`src/design/hjd_pkg.sv`:
```
// ----------------------------------------------------------------------------
// hjd_pkg
// Shared types, constants and helpers for the Hangul jamo decomposer.
// ----------------------------------------------------------------------------
package hjd_pkg;

    // Field widths
    localparam int BYTE_W = 8;
    localparam int CP_W   = 21;   // gathered codepoint bits
    localparam int SIDX_W = 14;   // syllable index, 0..11171
    localparam int Q_W    = 9;    // syllable index / 28, 0..398
    localparam int T_W    = 5;    // trailing / vowel / leading jamo index
    localparam int BUF_W  = 72;   // up to nine result bytes

    // Result status codes
    localparam logic [1:0] STATUS_OK       = 2'd0;
    localparam logic [1:0] STATUS_BAD_LEAD = 2'd1;
    localparam logic [1:0] STATUS_TRUNC    = 2'd2;

    // Hangul syllable block and jamo bases
    localparam logic [CP_W-1:0] SYL_FIRST  = 21'h00AC00;
    localparam logic [CP_W-1:0] SYL_LAST   = 21'h00D7A3;
    localparam logic [15:0]     LEAD_BASE  = 16'h1100;
    localparam logic [15:0]     VOWEL_BASE = 16'h1161;
    localparam logic [15:0]     TRAIL_BASE = 16'h11A7;

    // Reciprocals: x/7 = (x*2341)>>14 for x < 4096, q/21 = (q*3121)>>16 for q < 512
    localparam logic [11:0] DIV7_RECIP  = 12'd2341;
    localparam int          DIV7_SHIFT  = 14;
    localparam logic [11:0] DIV21_RECIP = 12'd3121;
    localparam int          DIV21_SHIFT = 16;

    // What a decoded input byte turns into
    typedef enum logic [1:0] {
        KIND_RAW,   // pass-through bytes
        KIND_SYL,   // Hangul syllable, to be split into jamo
        KIND_ERR    // single error beat
    } kind_t;

    typedef struct packed {
        kind_t             kind;
        logic [31:0]       bytes;    // first byte in bits 7..0
        logic [2:0]        cnt;      // number of pass-through bytes
        logic [SIDX_W-1:0] syl_idx;  // codepoint - 0xAC00
        logic [Q_W-1:0]    quot;     // syl_idx / 28
        logic [T_W-1:0]    trail;    // syl_idx % 28
        logic [1:0]        status;
        logic              eot;      // item closes the text
    } hjd_item_t;

    // 3-byte UTF-8 encoding of a BMP codepoint, first byte in bits 7..0
    function automatic logic [23:0] jamo_utf8(input logic [15:0] cp);
        return {2'b10, cp[5:0], 2'b10, cp[11:6], 4'hE, cp[15:12]};
    endfunction

endpackage

```
`src/design/hjd_parse.sv`:
```
// ----------------------------------------------------------------------------
// hjd_parse
// UTF-8 sequence gatherer. Tracks the open sequence and the error halt,
// and registers one decoded item per input byte that produces results.
// ----------------------------------------------------------------------------
module hjd_parse import hjd_pkg::*; (
    input  logic              aclk,
    input  logic              aresetn,
    input  logic              s_valid,
    output logic              s_ready,
    input  logic [BYTE_W-1:0] s_in_byte,
    input  logic              s_end_of_text,
    output logic              rec_valid,
    output hjd_item_t         rec,
    input  logic              rec_ready
);

    logic [CP_W-1:0] partial_reg, partial_next;
    logic [23:0]     held_reg, held_next;
    logic [2:0]      seq_len_reg, seq_len_next;
    logic [1:0]      need_reg, need_next;
    logic            halted_reg, halted_next;
    logic            rec_valid_reg;
    hjd_item_t       rec_reg;

    logic            accept;
    logic            emit;
    hjd_item_t       item;
    logic [1:0]      idx;
    logic [1:0]      need_dec;
    logic [CP_W-1:0] cp_new;
    logic [CP_W-1:0] syl_off;
    logic [31:0]     placed;
    logic            b_lead2, b_lead3, b_lead4;

    assign s_ready = !rec_valid_reg || rec_ready;
    assign accept  = s_valid && s_ready;

    assign b_lead2 = (s_in_byte[7:5] == 3'b110);
    assign b_lead3 = (s_in_byte[7:4] == 4'b1110);
    assign b_lead4 = (s_in_byte[7:3] == 5'b11110);

    // continuation helpers
    assign idx      = seq_len_reg[1:0] - need_reg;
    assign need_dec = need_reg - 2'd1;
    assign cp_new   = {partial_reg[CP_W-7:0], s_in_byte[5:0]};
    assign syl_off  = cp_new - SYL_FIRST;
    assign placed   = {24'b0, s_in_byte} << {idx, 3'b000};

    // sequence state and decoded item
    always_comb begin
        partial_next = partial_reg;
        held_next    = held_reg;
        seq_len_next = seq_len_reg;
        need_next    = need_reg;
        halted_next  = halted_reg;
        emit         = 1'b0;
        item         = '0;
        item.kind    = KIND_RAW;
        item.status  = STATUS_OK;
        item.eot     = s_end_of_text;

        if (accept) begin
            if (halted_reg) begin
                // drop bytes until end of text
            end else if (need_reg == 2'd0) begin
                if (!s_in_byte[7]) begin
                    emit       = 1'b1;
                    item.bytes = {24'b0, s_in_byte};
                    item.cnt   = 3'd1;
                end else if (b_lead2 || b_lead3 || b_lead4) begin
                    held_next = {16'b0, s_in_byte};
                    if (b_lead2) begin
                        partial_next = {16'b0, s_in_byte[4:0]};
                        seq_len_next = 3'd2;
                        need_next    = 2'd1;
                    end else if (b_lead3) begin
                        partial_next = {17'b0, s_in_byte[3:0]};
                        seq_len_next = 3'd3;
                        need_next    = 2'd2;
                    end else begin
                        partial_next = {18'b0, s_in_byte[2:0]};
                        seq_len_next = 3'd4;
                        need_next    = 2'd3;
                    end
                    if (s_end_of_text) begin
                        emit        = 1'b1;
                        item.kind   = KIND_ERR;
                        item.status = STATUS_TRUNC;
                    end
                end else begin
                    emit        = 1'b1;
                    item.kind   = KIND_ERR;
                    item.status = STATUS_BAD_LEAD;
                end
            end else begin
                need_next = need_dec;
                if (need_dec != 2'd0) begin
                    partial_next = cp_new;
                    held_next    = held_reg | placed[23:0];
                    if (s_end_of_text) begin
                        emit        = 1'b1;
                        item.kind   = KIND_ERR;
                        item.status = STATUS_TRUNC;
                    end
                end else begin
                    emit = 1'b1;
                    if (cp_new >= SYL_FIRST && cp_new <= SYL_LAST) begin
                        item.kind    = KIND_SYL;
                        item.syl_idx = syl_off[SIDX_W-1:0];
                    end else begin
                        item.bytes = {8'b0, held_reg} | placed;
                        item.cnt   = seq_len_reg;
                    end
                    partial_next = '0;
                    held_next    = '0;
                    seq_len_next = '0;
                end
            end

            // errors and end of text both clear the sequence state
            if (emit && (item.kind == KIND_ERR || s_end_of_text)) begin
                partial_next = '0;
                held_next    = '0;
                seq_len_next = '0;
                need_next    = '0;
                halted_next  = (item.kind == KIND_ERR) && !s_end_of_text;
            end else if (s_end_of_text) begin
                partial_next = '0;
                held_next    = '0;
                seq_len_next = '0;
                need_next    = '0;
                halted_next  = 1'b0;
            end
        end
    end

    // state registers
    always_ff @(posedge aclk) begin
        if (!aresetn) begin
            partial_reg <= '0;
            held_reg    <= '0;
            seq_len_reg <= '0;
            need_reg    <= '0;
            halted_reg  <= 1'b0;
        end else begin
            partial_reg <= partial_next;
            held_reg    <= held_next;
            seq_len_reg <= seq_len_next;
            need_reg    <= need_next;
            halted_reg  <= halted_next;
        end
    end

    // decoded item register
    always_ff @(posedge aclk) begin
        if (!aresetn) begin
            rec_valid_reg <= 1'b0;
        end else if (s_ready) begin
            rec_valid_reg <= emit;
        end
    end

    always_ff @(posedge aclk) begin
        if (s_ready) begin
            rec_reg <= item;
        end
    end

    assign rec_valid = rec_valid_reg;
    assign rec       = rec_reg;

endmodule

```
`src/design/hjd_divide.sv`:
```
// ----------------------------------------------------------------------------
// hjd_divide
// Splits the syllable index by 28: quotient by reciprocal multiply,
// remainder (trailing jamo index) by shift-and-add back-multiply.
// ----------------------------------------------------------------------------
module hjd_divide import hjd_pkg::*; (
    input  logic      aclk,
    input  logic      aresetn,
    input  logic      in_valid,
    output logic      in_ready,
    input  hjd_item_t in_item,
    output logic      out_valid,
    output hjd_item_t out_item,
    input  logic      out_ready
);

    logic            valid_reg;
    hjd_item_t       item_reg;
    hjd_item_t       item_next;
    logic [23:0]     prod;
    logic [Q_W-1:0]  quot;
    logic [SIDX_W-1:0] quot28;
    logic [SIDX_W-1:0] rem;

    assign in_ready = !valid_reg || out_ready;

    // idx/28 = (idx>>2)/7
    assign prod   = {12'b0, in_item.syl_idx[SIDX_W-1:2]} * {12'b0, DIV7_RECIP};
    assign quot   = prod[DIV7_SHIFT +: Q_W];
    assign quot28 = ({5'b0, quot} << 4) + ({5'b0, quot} << 3) + ({5'b0, quot} << 2);
    assign rem    = in_item.syl_idx - quot28;

    always_comb begin
        item_next       = in_item;
        item_next.quot  = quot;
        item_next.trail = rem[T_W-1:0];
    end

    always_ff @(posedge aclk) begin
        if (!aresetn) begin
            valid_reg <= 1'b0;
        end else if (in_ready) begin
            valid_reg <= in_valid;
        end
    end

    always_ff @(posedge aclk) begin
        if (in_ready) begin
            item_reg <= item_next;
        end
    end

    assign out_valid = valid_reg;
    assign out_item  = item_reg;

endmodule

```
`src/design/hjd_burst.sv`:
```
// ----------------------------------------------------------------------------
// hjd_burst
// Result burst buffer. Formats an item into up to nine bytes (jamo,
// pass-through or error) and shifts them out one beat per cycle while m_ready is high.
// ----------------------------------------------------------------------------
module hjd_burst import hjd_pkg::*; (
    input  logic              aclk,
    input  logic              aresetn,
    input  logic              in_valid,
    output logic              in_ready,
    input  hjd_item_t         in_item,
    output logic              m_valid,
    input  logic              m_ready,
    output logic [BYTE_W-1:0] m_out_byte,
    output logic [1:0]        m_status,
    output logic              m_run_last,
    output logic              m_text_last
);

    logic [BUF_W-1:0] buf_reg, buf_next;
    logic [3:0]       rem_reg, rem_next;
    logic [1:0]       status_reg, status_next;
    logic             eot_reg, eot_next;

    logic             load;
    logic             beat;
    logic [20:0]      prod;
    logic [T_W-1:0]   lead_idx;
    logic [Q_W-1:0]   lead21;
    logic [Q_W-1:0]   vowel_full;
    logic [15:0]      lead_cp, vowel_cp, trail_cp;
    logic [BUF_W-1:0] load_buf;
    logic [3:0]       load_cnt;

    assign beat     = m_valid && m_ready;
    assign in_ready = (rem_reg == 4'd0) || (rem_reg == 4'd1 && m_ready);
    assign load     = in_valid && in_ready;

    // leading = quot/21, vowel = quot%21
    assign prod       = {12'b0, in_item.quot} * {9'b0, DIV21_RECIP};
    assign lead_idx   = prod[DIV21_SHIFT +: T_W];
    assign lead21     = ({4'b0, lead_idx} << 4) + ({4'b0, lead_idx} << 2) + {4'b0, lead_idx};
    assign vowel_full = in_item.quot - lead21;

    assign lead_cp  = LEAD_BASE + {11'b0, lead_idx};
    assign vowel_cp = VOWEL_BASE + {11'b0, vowel_full[T_W-1:0]};
    assign trail_cp = TRAIL_BASE + {11'b0, in_item.trail};

    // burst contents for a new item
    always_comb begin
        load_buf = '0;
        load_cnt = 4'd1;
        unique case (in_item.kind)
            KIND_SYL: begin
                load_buf = {jamo_utf8(trail_cp), jamo_utf8(vowel_cp), jamo_utf8(lead_cp)};
                load_cnt = (in_item.trail != '0) ? 4'd9 : 4'd6;
            end
            KIND_RAW: begin
                load_buf = {40'b0, in_item.bytes};
                load_cnt = {1'b0, in_item.cnt};
            end
            default: begin
                load_buf = '0;
                load_cnt = 4'd1;
            end
        endcase
    end

    // load or shift the burst buffer
    always_comb begin
        buf_next    = buf_reg;
        rem_next    = rem_reg;
        status_next = status_reg;
        eot_next    = eot_reg;
        if (load) begin
            buf_next    = load_buf;
            rem_next    = load_cnt;
            status_next = in_item.status;
            eot_next    = in_item.eot || (in_item.kind == KIND_ERR);
        end else if (beat) begin
            buf_next = {8'b0, buf_reg[BUF_W-1:BYTE_W]};
            rem_next = rem_reg - 4'd1;
        end
    end

    always_ff @(posedge aclk) begin
        if (!aresetn) begin
            rem_reg <= '0;
        end else begin
            rem_reg <= rem_next;
        end
    end

    always_ff @(posedge aclk) begin
        buf_reg    <= buf_next;
        status_reg <= status_next;
        eot_reg    <= eot_next;
    end

    assign m_valid     = (rem_reg != 4'd0);
    assign m_out_byte  = buf_reg[BYTE_W-1:0];
    assign m_status    = status_reg;
    assign m_run_last  = (rem_reg == 4'd1);
    assign m_text_last = (rem_reg == 4'd1) && eot_reg;

endmodule

```
`src/design/utf8_hangul_jamo_decomposer.sv`:
```
// The first result beat of a byte is offered once it has passed the item, divide and
// burst registers, in that order; back-pressure can stall each of them.
// Throughput: one result beat per cycle while m_ready is high, from the single-beat
// output shifter (6 or 9 beats for a syllable's last byte), which loads the next item.
// Bytes that produce no result are taken one per cycle unless the item register stalls.
// Reset: synchronous, active low; clears the sequence state, halt and all valids.
// ----------------------------------------------------------------------------
// utf8_hangul_jamo_decomposer
// Streaming UTF-8 Hangul syllable to jamo decomposer: gather, divide, burst.
// ----------------------------------------------------------------------------
module utf8_hangul_jamo_decomposer import hjd_pkg::*; (
    input  logic              aclk,
    input  logic              aresetn,
    input  logic              s_valid,
    output logic              s_ready,
    input  logic [BYTE_W-1:0] s_in_byte,
    input  logic              s_end_of_text,
    output logic              m_valid,
    input  logic              m_ready,
    output logic [BYTE_W-1:0] m_out_byte,
    output logic [1:0]        m_status,
    output logic              m_run_last,
    output logic              m_text_last
);

    logic      rec_valid, rec_ready;
    hjd_item_t rec;
    logic      div_valid, div_ready;
    hjd_item_t div_item;

    hjd_parse u_parse (
        .aclk          (aclk),
        .aresetn       (aresetn),
        .s_valid       (s_valid),
        .s_ready       (s_ready),
        .s_in_byte     (s_in_byte),
        .s_end_of_text (s_end_of_text),
        .rec_valid     (rec_valid),
        .rec           (rec),
        .rec_ready     (rec_ready)
    );

    hjd_divide u_divide (
        .aclk      (aclk),
        .aresetn   (aresetn),
        .in_valid  (rec_valid),
        .in_ready  (rec_ready),
        .in_item   (rec),
        .out_valid (div_valid),
        .out_item  (div_item),
        .out_ready (div_ready)
    );

    hjd_burst u_burst (
        .aclk        (aclk),
        .aresetn     (aresetn),
        .in_valid    (div_valid),
        .in_ready    (div_ready),
        .in_item     (div_item),
        .m_valid     (m_valid),
        .m_ready     (m_ready),
        .m_out_byte  (m_out_byte),
        .m_status    (m_status),
        .m_run_last  (m_run_last),
        .m_text_last (m_text_last)
    );

    // error beats are single, zero and close the text
    assert property (@(posedge aclk) disable iff (!aresetn)
        m_valid && m_status != STATUS_OK |-> m_run_last && m_text_last && m_out_byte == 8'd0)
        else $error("error beat not a lone closing zero beat");

    // end of text only on the last beat of a run
    assert property (@(posedge aclk) disable iff (!aresetn)
        m_valid && m_text_last |-> m_run_last)
        else $error("text_last without run_last");

    // a burst continues without gaps until its last beat
    assert property (@(posedge aclk) disable iff (!aresetn)
        m_valid && m_ready && !m_run_last |=> m_valid)
        else $error("burst broken before its last beat");

endmodule
```
`config.mk`:
```
export PLATFORM = sky130hd
export DESIGN_NAME = utf8_hangul_jamo_decomposer
export DESIGN_NICKNAME = d
export VERILOG_FILES = /design/src/design/hjd_pkg.sv /design/src/design/hjd_parse.sv /design/src/design/hjd_divide.sv /design/src/design/hjd_burst.sv /design/src/design/utf8_hangul_jamo_decomposer.sv
export SDC_FILE = /design/constraint.sdc
export NUM_CORES = 1
export LEC_CHECK = 0
export BUFFER_PORTS_ARGS = -buffer_cell sky130_fd_sc_hd__buf_2
export CORE_AREA = 10 10 175 194
export CTS_CLUSTER_SIZE = 8
export DETAILED_ROUTE_END_ITERATION = 8
export DIE_AREA = 0 0 185 204
export PLACE_DENSITY = 0.63
export SLEW_MARGIN = 20
export SYNTH_ARGS = -nofsm -noshare
export SYNTH_HDL_FRONTEND = slang
export SYNTH_HIERARCHICAL = 1
export SYNTH_SLANG_ARGS = --single-unit
```
`constraint.sdc`:
```
create_clock -name aclk -period 7.6 [get_ports aclk]
set_input_delay 1.9 -clock aclk [delete_from_list [all_inputs] [get_ports aclk]]
set_output_delay 1.9 -clock aclk [all_outputs]
set_load 0.1 [all_outputs]
```
==> run summary <==
Resized Gates After CTS: 0
Place WS: 1.010 ns
run status: finished, final reports clean
Clock Tree Buf Depth: 3
Layout Area Growth over Synthesis: 10.90%
vias in the first global route: 7,848
CP endpoint kind: flip-flop
DRC violations left: 0
port bufs: 26
Final WS setup: 1.003 ns
Die ar.: 37,740 um2
vias post-DR: 7,883
Total GRT Usage: 0.1350
CTS buffer count: 35
Max-Cap Viols: 0
syn avg cell area: 11.64 um2
WL/cell: 16.77 um
RSZ-0062 raised after global routing: no
# IOs: 27
DP Wirelength: 17,770 um
CTS tree: yes
Slew headroom: 0.3382
number of diodes: 0
Post-Place Cells: 1,460
hold crit path type: reg2reg
largest net degree at the start of global routing: 78
Cell Count, Final, Fillers Out: 1,513
class of the most critical setup path: reg2reg
Starting Density: 0.4256
Die X: 185 um
Fill cells: 2,700
initial antenna violation count: 0
layout cell share with drive strength beyond 1: 0.1014
# rows: 67
Hold-fix buffers, CTS: 0
placer congestion estimate: 0.8296
Worst Tran Pin Value: 0.9928 ns
Req. time, crit path: 7.85 ns
final worst path period share: 0.8680
Synth Cell Area: 12,770 um2
Die Ht: 204 um
Startpoint Class: flip-flop
min Tclk post-route: 6.597 ns
Setup Viol. Count Final: 0
clock slew at reported path FFs: 0.05 ns
GRT overflow: 0
synthesized instance count: 1,097
Total Neg Setup Slack: 0 ns
Pre-antenna DRT Iters: 5
worst IR drop on VDD: 0.1685 mV
area of the core: 30,010 um2
htree depth: 2
PD cells: 353.0 nW/um2
Clock Skews: 0.02118 ns
LEAKAGE: 0.006441 uW
Fmax: 151.6 MHz
Vias per Instance: 5.210
drt total wl: 25,370 um
DR iter-0 viols: 424
Root Driver: clkbuf_16
Antenna Nets Post-Route: 0
first-pass GRT wire length: 41,310 um
crit-path max FO: 7
Final Hold Viols: 0
fin nets: 1,294
max reg flops: 69
synth warn: 6
CTS sink count: 231
Critical Path AT: 6.85 ns
setup bufs post-CTS: 0
Syn Nets: 1,273
worst skew pair latency: 0.50 ns
Final Max Tran Viols: 0
critical path: stages (launching register included):
cell,delay [ns]
edfxtp_1,0.39
inv_1,0.06
ha_1,0.23
ha_1,0.18
or2_2,0.29
ha_1,0.27
inv_1,0.05
fa_1,0.53
inv_1,0.05
ha_1,0.29
and3_1,0.17
a22o_1,0.26
nor3_2,0.18
inv_1,0.06
a31oi_1,0.19
xnor2_1,0.26
ha_1,0.33
fa_1,0.51
inv_1,0.04
ha_1,0.37
a21oi_1,0.19
xor2_1,0.19
xnor2_1,0.10
xnor2_1,0.15
or4_4,0.45
a211o_1,0.32
a32o_1,0.24
routing by layer:
metal,global-route usage,routed length [um],up-vias
met5,0,0,-
met4,0.05433,766,0
met3,0.02507,1003,58
met2,0.2116,11620,158
met1,0.1804,11980,3719
li1,-,-,3948
per-stage QoR:
| stage | hold WS, ns | area, um2 | power, uW | util |
|---|---|---|---|---|
| 5_1_grt | 0.4200 | 14170 | 5334 | 0.4720 |
| 3_3_place_gp | 0.4027 | 13190 | 3616 | 0.4394 |
| 6_report | 0.4023 | 14170 | 5001 | 0.4720 |
| 3_5_place_dp | 0.4045 | 13190 | 3653 | 0.4394 |
| 2_1_floorplan | 0.4003 | 12770 | 3281 | - |
| 4_1_cts | 0.4105 | 14170 | 5056 | 0.4720 |
layout make-up:
cell class,count,area (um2),area share
Clock buffer,50,942.2,0.06651
Clock inverter,3,37.54,0.002650
Inverter,95,356.6,0.02517
Multi-Input combinational cell,720,5732,0.4046
Sequential cell,231,6426,0.4536
Tap cell,379,474.2,0.03347
Timing Repair Buffer,35,197.7,0.01396
worst paths after layout:
path,startpoint,end,slack [ns],cells past startpoint
min,u_parse/rec[50],u_divide/out_item[50],0.40,0
max,u_divide/out_item[15],u_burst/buf_reg[44],1.00,26
min reg2reg,u_parse/rec[50],u_divide/out_item[50],0.40,0
max reg2reg,u_divide/out_item[15],u_burst/buf_reg[44],1.00,26
placed cells by master, fill, tap and decap left out, types with 3 or more instances in the layout:
cell / instances
a22o_1: 24
nor3b_1: 3
clkbuf_16: 35
a21o_1: 11
o211a_1: 3
a21oi_1: 57
nand4_1: 6
inv_1: 95
dfxtp_1: 51
nor2b_1: 8
buf_2: 26
ha_1: 136
nor2_1: 67
xor2_1: 12
a32o_1: 3
a211oi_1: 4
mux2_2: 3
a21boi_0: 12
nand2b_1: 7
o21ai_2: 3
a31oi_1: 6
edfxtp_1: 180
xnor2_1: 24
and3_1: 17
fa_1: 27
nand3b_1: 5
mux2i_1: 4
buf_4: 9
nor2_2: 3
nand2_1: 100
o31ai_1: 15
nor3_1: 9
nand3_1: 44
clkbuf_1: 14
o21ai_0: 20
and2_1: 28
where the power goes:
part / total (uW) / switching (uW) / internal (uW)
clock: 1380 / 524 / 854
combinational: 1710 / 1120 / 592
sequential: 1910 / 130 / 1780
total: 5000 / 1770 / 3230
No activity file was read; power rests on OpenSTA's default activity.
